===== src/rtl/svt_pkg.sv =====
// shared constants, types and codes for the sorted value table
package svt_pkg;

  localparam int unsigned TABLE_DEPTH = 16;
  localparam int unsigned IDX_W       = $clog2(TABLE_DEPTH);
  localparam int unsigned CNT_W       = $clog2(TABLE_DEPTH + 1);
  localparam int unsigned DATA_W      = 32;

  typedef logic [IDX_W-1:0]  idx_t;
  typedef logic [CNT_W-1:0]  cnt_t;
  typedef logic [DATA_W-1:0] data_t;

  typedef enum logic [1:0] {
    CMD_INSERT = 2'd0,
    CMD_DELETE = 2'd1,
    CMD_SEARCH = 2'd2,
    CMD_CLEAR  = 2'd3
  } svt_cmd_e;

  typedef enum logic [1:0] {
    STATUS_OK     = 2'd0,
    STATUS_FULL   = 2'd1,
    STATUS_ABSENT = 2'd2
  } svt_status_e;

  typedef enum logic [2:0] {
    ST_IDLE,
    ST_SCAN,
    ST_SHIFT_UP,
    ST_SHIFT_DN,
    ST_WRITE_NEW
  } svt_state_e;

  // one write port and one read port per cycle
  typedef struct packed {
    logic  we;
    idx_t  waddr;
    data_t wdata;
    idx_t  raddr;
  } svt_ram_req_t;

endpackage


===== src/rtl/svt_ram.sv =====
// entry storage: one write and one registered read per cycle
module svt_ram (
  input  logic                clk_i,
  input  svt_pkg::svt_ram_req_t req_i,
  output svt_pkg::data_t      rdata_o
);
  import svt_pkg::*;

  data_t mem [TABLE_DEPTH];
  data_t rdata_q;

  always_ff @(posedge clk_i) begin
    if (req_i.we) begin
      mem[req_i.waddr] <= req_i.wdata;
    end
    rdata_q <= mem[req_i.raddr];
  end

  assign rdata_o = rdata_q;

endmodule


===== src/rtl/sorted_value_table.sv =====
// sorted value table: ascending table of signed words with insert, delete, search, clear
// clear, insert into a full table and delete or search on an empty table answer from idle;
//   search and delete scan from entry 0 and delete then moves the entries above the hit down;
//   insert scans, moves entries up and writes; append skips the move, empty table the scan
// one word at a time, busy_o high until the result strobe
// reset: the entry count clears at once, entries stay undefined and need no clearing pass
module sorted_value_table (
  input  logic        clk_i,
  input  logic        rst_ni,
  input  logic        start_i,
  output logic        busy_o,
  input  logic [1:0]  command_i,
  input  logic signed [31:0] value_i,
  output logic        done_o,
  output logic [1:0]  status_o,
  output logic [3:0]  position_o,
  output logic [4:0]  entry_count_o,
  output logic        is_empty_o
);
  import svt_pkg::*;

  // control state
  svt_state_e  state_q, state_d;
  cnt_t        count_q, count_d;
  logic        done_q, done_d;

  // per-command working registers
  svt_cmd_e    cmd_q, cmd_d;
  logic signed [DATA_W-1:0] value_q, value_d;
  idx_t        chk_idx_q, chk_idx_d;   // entry whose read data arrives this cycle
  idx_t        sh_idx_q, sh_idx_d;     // entry written by the shift
  idx_t        pos_q, pos_d;
  svt_status_e status_q, status_d;

  // memory port
  svt_ram_req_t ram_req;
  data_t        ram_rdata;

  // scan compare
  logic hit;
  logic last;

  svt_ram u_ram (
    .clk_i   (clk_i),
    .req_i   (ram_req),
    .rdata_o (ram_rdata)
  );

  // insert stops at the first entry not smaller, delete and search at the first equal one
  always_comb begin
    if (cmd_q == CMD_INSERT) begin
      hit = !($signed(ram_rdata) < value_q);
    end else begin
      hit = ($signed(ram_rdata) == value_q);
    end
    last = (cnt_t'(chk_idx_q) == (count_q - cnt_t'(1)));
  end

  always_ff @(posedge clk_i or negedge rst_ni) begin
    if (!rst_ni) begin
      state_q <= ST_IDLE;
      count_q <= '0;
      done_q  <= 1'b0;
    end else begin
      state_q <= state_d;
      count_q <= count_d;
      done_q  <= done_d;
    end
  end

  always_ff @(posedge clk_i) begin
    cmd_q     <= cmd_d;
    value_q   <= value_d;
    chk_idx_q <= chk_idx_d;
    sh_idx_q  <= sh_idx_d;
    pos_q     <= pos_d;
    status_q  <= status_d;
  end

  always_comb begin
    state_d   = state_q;
    count_d   = count_q;
    done_d    = 1'b0;
    cmd_d     = cmd_q;
    value_d   = value_q;
    chk_idx_d = chk_idx_q;
    sh_idx_d  = sh_idx_q;
    pos_d     = pos_q;
    status_d  = status_q;

    // by default read one ahead of the entry being compared
    ram_req.we    = 1'b0;
    ram_req.waddr = sh_idx_q;
    ram_req.wdata = ram_rdata;
    ram_req.raddr = chk_idx_q + idx_t'(1);

    case (state_q)
      ST_IDLE: begin
        if (start_i) begin
          cmd_d     = svt_cmd_e'(command_i);
          value_d   = value_i;
          chk_idx_d = '0;
          pos_d     = '0;
          status_d  = STATUS_OK;
          ram_req.raddr = '0;
          case (svt_cmd_e'(command_i))
            CMD_CLEAR: begin
              count_d = '0;
              done_d  = 1'b1;
            end
            CMD_INSERT: begin
              if (count_q == cnt_t'(TABLE_DEPTH)) begin
                // full table is left untouched
                status_d = STATUS_FULL;
                done_d   = 1'b1;
              end else if (count_q == '0) begin
                state_d = ST_WRITE_NEW;
              end else begin
                state_d = ST_SCAN;
              end
            end
            default: begin
              // delete or search
              if (count_q == '0) begin
                status_d = STATUS_ABSENT;
                done_d   = 1'b1;
              end else begin
                state_d = ST_SCAN;
              end
            end
          endcase
        end
      end

      ST_SCAN: begin
        if (hit) begin
          pos_d = chk_idx_q;
          case (cmd_q)
            CMD_SEARCH: begin
              done_d  = 1'b1;
              state_d = ST_IDLE;
            end
            CMD_DELETE: begin
              if (last) begin
                // removing the top entry needs no move
                count_d = count_q - cnt_t'(1);
                done_d  = 1'b1;
                state_d = ST_IDLE;
              end else begin
                // read of the next entry is already under way
                sh_idx_d = chk_idx_q;
                state_d  = ST_SHIFT_UP;
              end
            end
            CMD_INSERT: begin
              // open a gap: move entries up starting at the top
              ram_req.raddr = idx_t'(count_q - cnt_t'(1));
              sh_idx_d      = idx_t'(count_q);
              state_d       = ST_SHIFT_DN;
            end
            default: begin
              state_d = ST_IDLE;
            end
          endcase
        end else if (last) begin
          if (cmd_q == CMD_INSERT) begin
            // larger than everything stored: append
            pos_d   = idx_t'(count_q);
            state_d = ST_WRITE_NEW;
          end else begin
            status_d = STATUS_ABSENT;
            pos_d    = '0;
            done_d   = 1'b1;
            state_d  = ST_IDLE;
          end
        end else begin
          chk_idx_d = chk_idx_q + idx_t'(1);
        end
      end

      ST_SHIFT_UP: begin
        // close the gap: entry sh+1 moves down to sh
        ram_req.we = 1'b1;
        if ((cnt_t'(sh_idx_q) + cnt_t'(2)) == count_q) begin
          count_d = count_q - cnt_t'(1);
          done_d  = 1'b1;
          state_d = ST_IDLE;
        end else begin
          ram_req.raddr = sh_idx_q + idx_t'(2);
          sh_idx_d      = sh_idx_q + idx_t'(1);
        end
      end

      ST_SHIFT_DN: begin
        // entry sh-1 moves up to sh
        ram_req.we = 1'b1;
        if ((sh_idx_q - idx_t'(1)) == pos_q) begin
          state_d = ST_WRITE_NEW;
        end else begin
          ram_req.raddr = sh_idx_q - idx_t'(2);
          sh_idx_d      = sh_idx_q - idx_t'(1);
        end
      end

      ST_WRITE_NEW: begin
        ram_req.we    = 1'b1;
        ram_req.waddr = pos_q;
        ram_req.wdata = data_t'(value_q);
        count_d       = count_q + cnt_t'(1);
        done_d        = 1'b1;
        state_d       = ST_IDLE;
      end

      default: begin
        state_d = ST_IDLE;
      end
    endcase
  end

  // results come straight from registers; the count register is already updated
  assign busy_o        = (state_q != ST_IDLE);
  assign done_o        = done_q;
  assign status_o      = status_q;
  assign position_o    = 4'(pos_q);
  assign entry_count_o = 5'(count_q);
  assign is_empty_o    = (count_q == '0);

  // a result only shows once the sequencer is back in idle
  assert property (@(posedge clk_i) disable iff (!rst_ni)
    done_o |-> (state_q == ST_IDLE))
    else $error("result strobe while sequencer busy");

  // an accepted word either answers at once or keeps the block busy
  assert property (@(posedge clk_i) disable iff (!rst_ni)
    (start_i && !busy_o) |=> (busy_o || done_o))
    else $error("accepted word lost");

  // the count moves only with a result
  assert property (@(posedge clk_i) disable iff (!rst_ni)
    !done_o |-> $stable(count_q))
    else $error("entry count changed without a result");

  // full is reported only with a full table
  assert property (@(posedge clk_i) disable iff (!rst_ni)
    (done_o && (status_q == STATUS_FULL)) |-> (count_q == cnt_t'(TABLE_DEPTH)))
    else $error("full status with room left");

  // the table never grows past its depth
  assert property (@(posedge clk_i) disable iff (!rst_ni)
    (state_q == ST_WRITE_NEW) |-> (count_q < cnt_t'(TABLE_DEPTH)))
    else $error("insert into full table");

endmodule

===== config.mk =====
export PLATFORM = sky130hd
export DESIGN_NAME = sorted_value_table
export DESIGN_NICKNAME = d
export VERILOG_FILES = /design/src/rtl/svt_pkg.sv /design/src/rtl/svt_ram.sv /design/src/rtl/sorted_value_table.sv
export SDC_FILE = /design/constraint.sdc
export NUM_CORES = 1
export LEC_CHECK = 0
export ABC_AREA = 0
export BUFFER_PORTS_ARGS = -buffer_cell sky130_fd_sc_hd__buf_4
export CAP_MARGIN = 20
export CORE_UTILIZATION = 56
export DETAILED_ROUTE_END_ITERATION = 7
export PLACE_DENSITY = 0.76
export SLEW_MARGIN = 20
export SYNTH_ARGS = -nofsm -noshare
export SYNTH_HDL_FRONTEND = slang
export SYNTH_HIERARCHICAL = 1
export SYNTH_SLANG_ARGS = --single-unit

===== constraint.sdc =====
create_clock -name clk_i -period 4.71 [get_ports clk_i]
set_input_delay 0.2355 -clock clk_i [delete_from_list [all_inputs] [get_ports clk_i]]
set_output_delay 0.2355 -clock clk_i [all_outputs]
set_load 0.005 [all_outputs]

==> results of run 1 <==
[cells by family (layout without fill, tap and decap cells)]
logic type / after synthesis / count (layout)
flip-flops: 601 / 601
AND/OR/NAND/NOR: 218 / 218
AO/OA/AOI/OAI: 204 / 204
multiplexers: 133 / 133
buffers and inverters: 117 / 311
adder cells (fa/ha/maj): 45 / 45
XOR/XNOR: 20 / 20
[registers in the layout, indices dropped and copies added, names as in the netlist]
name,flops
done_o,1
value_q,32
chk_idx_q,4
sh_idx_q,4
cmd_q,2
entry_count_o,5
u_ram/mem,512
position_o,4
state_q,3
status_o,2
u_ram/rdata_o,32
[power by group]
| part | internal, uW | switching (uW) | total, uW |
|---|---|---|---|
| Sequential | 7280 | 366 | 7650 |
| Clock | 2700 | 1950 | 4650 |
| Combinational | 4030 | 5070 | 9100 |
[cell type report]
cell class,instances,area share
tap,577,0.0256
clock inverter,33,0.0125
inverter,50,0.00665
clock buffer,75,0.0559
sequential,601,0.626
timing repair buffer,153,0.0523
multi-input combinational,620,0.221
[layout by cell type (no fill, tap or decap), types with 33 or more instances in the layout]
master	instances
a21oi_1	33
mux4_2	128
buf_4	98
dlygate4sd3_1	36
clkbuf_16	59
edfxtp_1	560
inv_1	49
a22oi_1	67
o21ai_0	51
nand2_1	113
ha_1	45
[metrics by stage]
stage,worst slack [ps],utilization
after floorplan,27.7,-
after global placement,512,0.613
after detailed placement,454,0.613
after CTS,409,0.667
after global routing,186,0.667
final,430,0.667
[synthesized netlist by cell type (3+ instances only)]
master / instances / area [um2]
buf_2: 11 / 55.1
inv_1: 50 / 188
nor2_1: 36 / 135
nand2b_1: 7 / 43.8
ha_1: 45 / 563
o221ai_1: 3 / 26.3
mux2i_1: 3 / 30.0
o211ai_1: 7 / 52.6
o21ai_0: 54 / 270
and2_1: 3 / 18.8
nor3_1: 15 / 75.1
dfrtp_1: 9 / 225
nand3b_1: 3 / 22.5
a31oi_1: 6 / 37.5
or2_2: 3 / 18.8
buf_1: 13 / 48.8
nor2b_1: 5 / 31.3
a21oi_1: 33 / 165
buf_4: 10 / 75.1
xnor2_1: 11 / 96.3
a22oi_1: 67 / 503
xor2_1: 9 / 78.8
clkbuf_1: 31 / 116
nand4_1: 6 / 37.5
nor4_1: 3 / 18.8
a221oi_1: 3 / 26.3
nand2_1: 114 / 428
dfxtp_1: 32 / 641
nand3_1: 10 / 50.1
edfxtp_1: 560 / 16800
mux4_2: 128 / 2880
[worst paths after layout]
kind | depth (start not counted) | slack (ps) | start | to
worst max register to register | 13 | 430 | value_q[15] | u_ram/rdata_o[26]
min in group asynchronous | 3 | 670 | rst_ni | state_q[0]
worst max-delay path | 13 | 430 | value_q[15] | u_ram/rdata_o[26]
worst min register to register | 3 | 670 | u_ram/mem[12][25] | u_ram/rdata_o[25]
worst min-delay path | 3 | 250 | start_i | status_o[1]
max in group asynchronous | 3 | 3710 | rst_ni | entry_count_o[3]
[worst max-delay path, cell delays in order, from the launching register on]
cell and delay (ps):
edfxtp_1 340, inv_1 80, ha_1 360, nand4_1 260
nor4_1 600, a21boi_2 290, o31a_1 300, o211ai_1 290
o221ai_4 260, buf_12 170, buf_12 300, mux4_2 560
a22oi_1 220, nand2_1 70
[layer usage]
metal,GRT usage,vias up
met5,0,-
met4,0.0984,0
met3,0.0463,125
met2,0.421,655
met1,0.348,6779
li1,-,5657
[repair_timing]
item                                   4_1_cts  5_1_grt
hold buffers                                36        0
gates resized for setup                      0        0
endpoints found under the hold margin       43        0
==> results.yml, run 1 <==
status:
  status: "completed"
power:
  peakVddDrop_mv: 0.590
  leakage_uw: 0.00959
  finalPower_uw: 21400
  p_per_area_mw_per_mm2: 758
logic_synthesis:
  syn_avg_cell_area_um2: 18.1
  synth_top_family_by_area: "multiplexers"
  ys.flop_type: "edfxtp_1"
  syn_nets: 1420
  syn_area_mm2: 0.0242
  ys_types: 69
  synthAdderAreaFrac: 0.0232
  yosys_register_bits: 601
  synth_xor_area_frac: 0.00722
  synth_enable_flop_cells: 560
  async_reset_ff_frac: 0.0150
  syn_inst: 1338
  ys_warn_count: 6
  synth-compound-area-share: 0.0566
  synthMuxAreaShare: 0.121
  synth_seq_area_share: 0.729
  synthSimpleGateAreaFrac: 0.0417
final_layout:
  layout-drive-gt1-share: 0.245
  layout.area.seq_mm2: 0.0177
  syn2layout_area_growth_pct: 16.4
  final_cell_area_mm2: 0.0282
  finalNonFillerCells: 2109
  nets: 1566
  nFillCells: 2659
  diodes: 0
  multiInputGateArea_mm2: 0.00623
routing:
  drtPass1Iterations: 5
  drt_iter0_markers: 1408
  routed-wl-met2_um: 27300
  drt-wirelength-per-cell_um: 26.2
  antenna_left: 0
  m1WireLength_um: 21400
  met3_length_um: 4770
  vias: 13216
  highest_layer: "met4"
  drt-total-wl_um: 55300
  avgViaCountPerCell: 6.27
  drc: 0
global_route:
  grt_use_total: 0.257
  antenna_found_initial: 0
  grt_remaining_overflow: 0
  grt_pass1_wl_um: 82600
  grt_max_degree: 62
  grt_pass1_vias: 13386
clock_network:
  cts_buffer_depth: 3
  cts_tree: "built"
  clock_latency_ps: 620
  h-tree-depth: 2
  cts.clk_slew.worst_paths_ps: 60
  root_buffer: "clkbuf_16"
  cts.sinks: 601
  numCtsBuffers: 58
  postCtsSetupBuffers: 0
die:
  rows: 75
  dieArea_mm2: 0.0441
  start_util: 0.573
  core_area_mm2: 0.0423
  fp.dieW_um: 210
  die_h_um: 210
  top_level_ports: 51
sta:
  layout_min_cycle_time_ps: 4280
  setup_viol: 0
  period_share: 0.909
  rsz0062_at_grt: "no"
  slew_violations: 0
  slew_headroom: 0.312
  hold_viol: 0
  setup_tns_ps: 0
  fin_skew_ps: 32.2
  tightest_slew_ps: 1030
  holdWs_ps: 254
  fmax_mhz: 234
worst_hold_path:
  hold_class: "in -> reg"
setup_path:
  criticalPathCategory: "reg -> reg"
  critPathLaunchType: "flop"
  critPathCaptureType: "flop"
  worstPathArrival_ps: 4770
  required_ps: 5200
  cp_max_fo: 40
placement:
  io_buffers: 50
  gp_congestion: 0.846
  place_inst: 1965
  dp_hpwl_um: 29900
  placedInstanceArea_mm2: 0.0259
job:
  cap_violations: 0
Power figures use the tool's default switching activity.
==> run 2: changes to the inputs <==
- CORE_UTILIZATION: 56 -> 62
- PLACE_DENSITY: 0.76 -> 0.8
- clock period: 4.71 -> 4.4 ns (I/O delays scaled with it)
==> results.yml, run 2 (synthesis results as in run 1) <==
global_route:
  grt_pass1_wl_um: 85000
  grt_use_total: 0.300
  grt_max_degree: 73
  grt_pass1_vias: 13633
  antenna_found_initial: 0
  grt_remaining_overflow: 0
die:
  start_util: 0.627
  fp.dieW_um: 200
  dieArea_mm2: 0.0399
  die_h_um: 200
  top_level_ports: 51
  core_area_mm2: 0.0386
  rows: 72
setup_path:
  cp_max_fo: 20
  criticalPathCategory: "reg -> reg"
  cp_slowest_stage_delay_ps: 520
  r2r_setup_slack_ps: 210
  cp_slowest_cell: "mux4_2"
  required_ps: 4870
  worst-path-buf-inv: 3
  critPathCaptureType: "flop"
  critPathLaunchType: "flop"
  worstPathArrival_ps: 4660
  critical-path-top-delay-family: "compound AO/OA/AOI/OAI gates"
  path_cells: "inv_1, ha_1, a21boi_0, xnor2_1, nor4_1, a311oi_1, o21ai_0, a21oi_1, o221ai_4, buf_4, buf_12, mux4_2, a22oi_1, nand2_1"
sta:
  fmax_mhz: 239
  slew_violations: 0
  rsz0062_at_grt: "no"
  hold_viol: 0
  slew_headroom: 0.306
  layout_min_cycle_time_ps: 4190
  period_share: 0.951
  setup_tns_ps: 0
  setup_viol: 0
  fin_skew_ps: 30.0
  tightest_slew_ps: 1040
  holdWs_ps: 210
routing:
  drtPass1Iterations: 5
  vias: 13440
  avgViaCountPerCell: 6.55
  drt-total-wl_um: 57700
  antenna_left: 0
  drt-wirelength-per-cell_um: 28.1
  drt_iter0_markers: 1330
  drc: 0
final_layout:
  final_cell_mix: "edfxtp_1 (560), mux4_2 (128), nand2_1 (113)"
  largest_reg_flops: 512
  diodes: 0
  top_register: "u_ram/mem"
  layout_commonest_cell: "edfxtp_1"
  layout-drive-gt1-share: 0.247
  nets: 1570
  multiInputGateArea_mm2: 0.00625
  syn2layout_area_growth_pct: 16.2
  nFillCells: 2129
  layout.area.seq_mm2: 0.0177
clock_network:
  numCtsBuffers: 57
  cts_tree: "built"
  cts_buffer_depth: 3
  cts.clk_slew.worst_paths_ps: 60
  cts.sinks: 601
  clock_latency_ps: 620
  root_buffer: "clkbuf_16"
  h-tree-depth: 2
status:
  status: "completed"
placement:
  dp_hpwl_um: 28800
  gp_congestion: 0.905
  io_buffers: 50
job:
  cap_violations: 0
power:
  leakage_uw: 0.00959
  p_per_area_mw_per_mm2: 817
  peakVddDrop_mv: 0.678
worst_hold_path:
  hold_class: "in -> reg"
==> run 2: path summary, 6_finish.rpt <==
check,from,endpoint,cells past startpoint
worst max-delay path,sh_idx_q[1],u_ram/rdata_o[0],14
worst min-delay path,start_i,position_o[0],3
worst max register to register,sh_idx_q[1],u_ram/rdata_o[0],14
worst min register to register,state_q[2],state_q[2],2
max in group asynchronous,rst_ni,state_q[2],3
min in group asynchronous,rst_ni,entry_count_o[0],3
==> run 2: power by group <==
group | switching (uW) | internal, uW | total (uW)
Combinational | 5590 | 4350 | 9940
Clock | 2060 | 2840 | 4900
Sequential | 388 | 7790 | 8180
Total | 8040 | 15000 | 23000
==> run 2: timing repair <==
action / CTS / global route
hold buffers: 36 / 0
buffers inserted: 0 / 1
endpoints found under the setup margin: 0 / 29
endpoints found under the hold margin: 43 / 0
resized for setup: 0 / 2
==> run 2: cell type report <==
cell class,instances,share of cell area
Tap cell,518,0.0230
Clock inverter,22,0.00759
Timing Repair Buffer,158,0.0542
Inverter,50,0.00666
Multi-Input combinational cell,620,0.222
Sequential cell,601,0.628
Clock buffer,84,0.0589
==> run 2: per-layer routing <==
layer	vias to the layer above	routed length, um	track usage
met5	-	0	0
met3	156	5690	0.0534
li1	5658	-	-
met4	0	2600	0.141
met1	6780	20600	0.388
met2	846	28800	0.501
==> run 2: worst reg2reg max path, cell delays in order (launching register included) <==
cell,delay [ps]
edfxtp_1,490
inv_1,220
ha_1,230
a21boi_0,320
xnor2_1,110
nor4_1,450
a311oi_1,210
o21ai_0,190
a21oi_1,170
o221ai_4,260
buf_4,240
buf_12,220
mux4_2,530
a22oi_1,280
nand2_1,110
==> run 2: stage by stage <==
stage | cells | util | instance area, um2 | total power (uW) | setup WS [ps]
final | 2053 | 0.729 | 28200 | 23000 | 213
after global routing | 2053 | 0.729 | 28200 | 24000 | 29.9
after floorplan | 1338 | - | 24300 | 14900 | 3.62
after global placement | 1910 | 0.671 | 25900 | 17600 | 197
after CTS | 2052 | 0.728 | 28100 | 23000 | 40.5
after detailed placement | 1910 | 0.671 | 25900 | 17900 | 126
==> run 3: changes to the inputs <==
- PLACE_DENSITY: 0.8 -> 0.79
==> results.yml, run 3 (synthesis results as in run 1) <==
final_layout:
  final_cell_mix: "edfxtp_1 (560), mux4_2 (128), nand2_1 (113)"
  diodes: 0
  finalNonFillerCells: 2055
  top_register: "u_ram/mem"
  layout-drive-gt1-share: 0.247
  layout_commonest_cell: "edfxtp_1"
  syn2layout_area_growth_pct: 15.8
  largest_reg_flops: 512
  nFillCells: 2192
  nets: 1577
worst_hold_path:
  hold_class: "in -> reg"
  holdCritStartpoint: "start_i"
  hold_end: "status_o[0]"
  whs_path_depth: 3
sta:
  setup_viol: 0
  setup_tns_ps: 0
  period_share: 0.945
  holdWs_ps: 236
  setup_slack_ps: 240
  rsz0062_at_grt: "no"
  slew_headroom: 0.291
  fmax_mhz: 240
  hold_viol: 0
  fin_skew_ps: 14.5
  slew_violations: 0
  tightest_slew_ps: 1060
  layout_min_cycle_time_ps: 4160
placement:
  gp_congestion: 0.921
  dp_hpwl_um: 30600
  io_buffers: 50
  pre_cts_slack_ps: 288
  place_inst: 1918
setup_path:
  cp_max_fo: 22
  critPathCaptureType: "flop"
  r2r_setup_slack_ps: 240
  worstPathArrival_ps: 4650
  critPathLaunchType: "flop"
  rr_startpoint: "value_q[7]"
  required_ps: 4890
  reg2regPathDepth: 14
  criticalPathCategory: "reg -> reg"
  rr_endpoint: "u_ram/rdata_o[8]"
clock_network:
  cts_tree: "built"
  numCtsBuffers: 57
  cts.sinks: 601
  clock_latency_ps: 620
  postCtsSetupBuffers: 0
  cts_buffer_depth: 3
  root_buffer: "clkbuf_16"
  h-tree-depth: 2
  cts.clk_slew.worst_paths_ps: 60
die:
  fp.dieW_um: 200
  rows: 72
  start_util: 0.627
  dieArea_mm2: 0.0399
  top_level_ports: 51
  die_h_um: 200
  core_area_mm2: 0.0386
power:
  finalPower_uw: 22900
  leakage_uw: 0.00957
  peakVddDrop_mv: 0.733
  p_per_area_mw_per_mm2: 815
routing:
  antenna_left: 0
  drt_iter0_markers: 1662
  avgViaCountPerCell: 6.54
  drc: 0
  drt-wirelength-per-cell_um: 27.6
  drt-total-wl_um: 56700
  drtPass1Iterations: 5
  vias: 13436
global_route:
  grt_use_total: 0.296
  grt_remaining_overflow: 0
  grt_max_degree: 71
  antenna_found_initial: 0
  grt_pass1_wl_um: 84200
  grt_pass1_vias: 13871
job:
  cap_violations: 0
status:
  status: "completed"
[run 3: cell types whose count changed in the layout (fill, tap and decap cells not counted), moves of 2 or more]
| cell | before | now |
|---|---|---|
| clkbuf_16 | 59 | 57 |
| clkbuf_8 | 9 | 1 |
| clkinv_1 | 5 | 15 |
| clkbuf_1 | 16 | 10 |
| buf_12 | 20 | 17 |
| buf_4 | 102 | 112 |
[run 3: per-layer routing]
layer | track usage | vias to the layer above | routed length, um
li1 | - | 5667 | -
met1 | 0.390 | 6748 | 20600
met2 | 0.483 | 843 | 28100
met3 | 0.0486 | 178 | 5530
met4 | 0.149 | 0 | 2510
met5 | 0 | - | 0
[run 3: final cells by class]
type | count | area, um2 | share of cell area
Clock buffer | 68 | 1480 | 0.0526
Clock inverter | 33 | 293 | 0.0104
Inverter | 50 | 188 | 0.00668
Multi-Input combinational cell | 620 | 6250 | 0.223
Sequential cell | 601 | 17700 | 0.630
Tap cell | 518 | 648 | 0.0231
Timing Repair Buffer | 165 | 1540 | 0.0549
[run 3: critical path: stages, from the launching register on]
cell and delay, ps:
edfxtp_1 360, inv_1 100, ha_1 260, nand2_1 150, o21ai_0 220, a221o_1 440
o31a_1 400, o211ai_1 260, a21oi_1 190, o221ai_4 290, buf_12 240, buf_12 250
mux4_2 530, a22oi_1 220, nand2_1 80
[run 3: per-stage QoR]
stage | utilization | instance area, um2
CTS | 0.726 | 28100
global placement | 0.671 | 25900
detailed placement | 0.671 | 25900
global route | 0.727 | 28100
floorplan | - | 24300
finish | 0.727 | 28100
[run 3: what timing repair did]
item                                   4_1_cts  5_1_grt
hold buffers                                36        0
setup endpoints to repair                    0        6
gates resized for setup                      0        2
endpoints found under the hold margin       43        0
[run 3: report_power, final]
part           total [uW]  switching, uW  internal (uW)
Combinational       10000           5610           4430
Clock                4720           2050           2670
Sequential           8140            348           7790
Total               22900           8000          14900
[run 3: how the worst max path moves through the flow]
stage,from,endpoint,slack (ps),cells past startpoint
final,value_q[7],u_ram/rdata_o[8],240,14
after CTS,value_q[14],u_ram/rdata_o[15],170,13
after global routing,value_q[7],u_ram/rdata_o[9],30,14
after global placement,value_q[14],u_ram/rdata_o[29],390,13
after detailed placement,value_q[7],u_ram/rdata_o[16],290,14
after floorplan,state_q[1],u_ram/mem[8][0],4,6
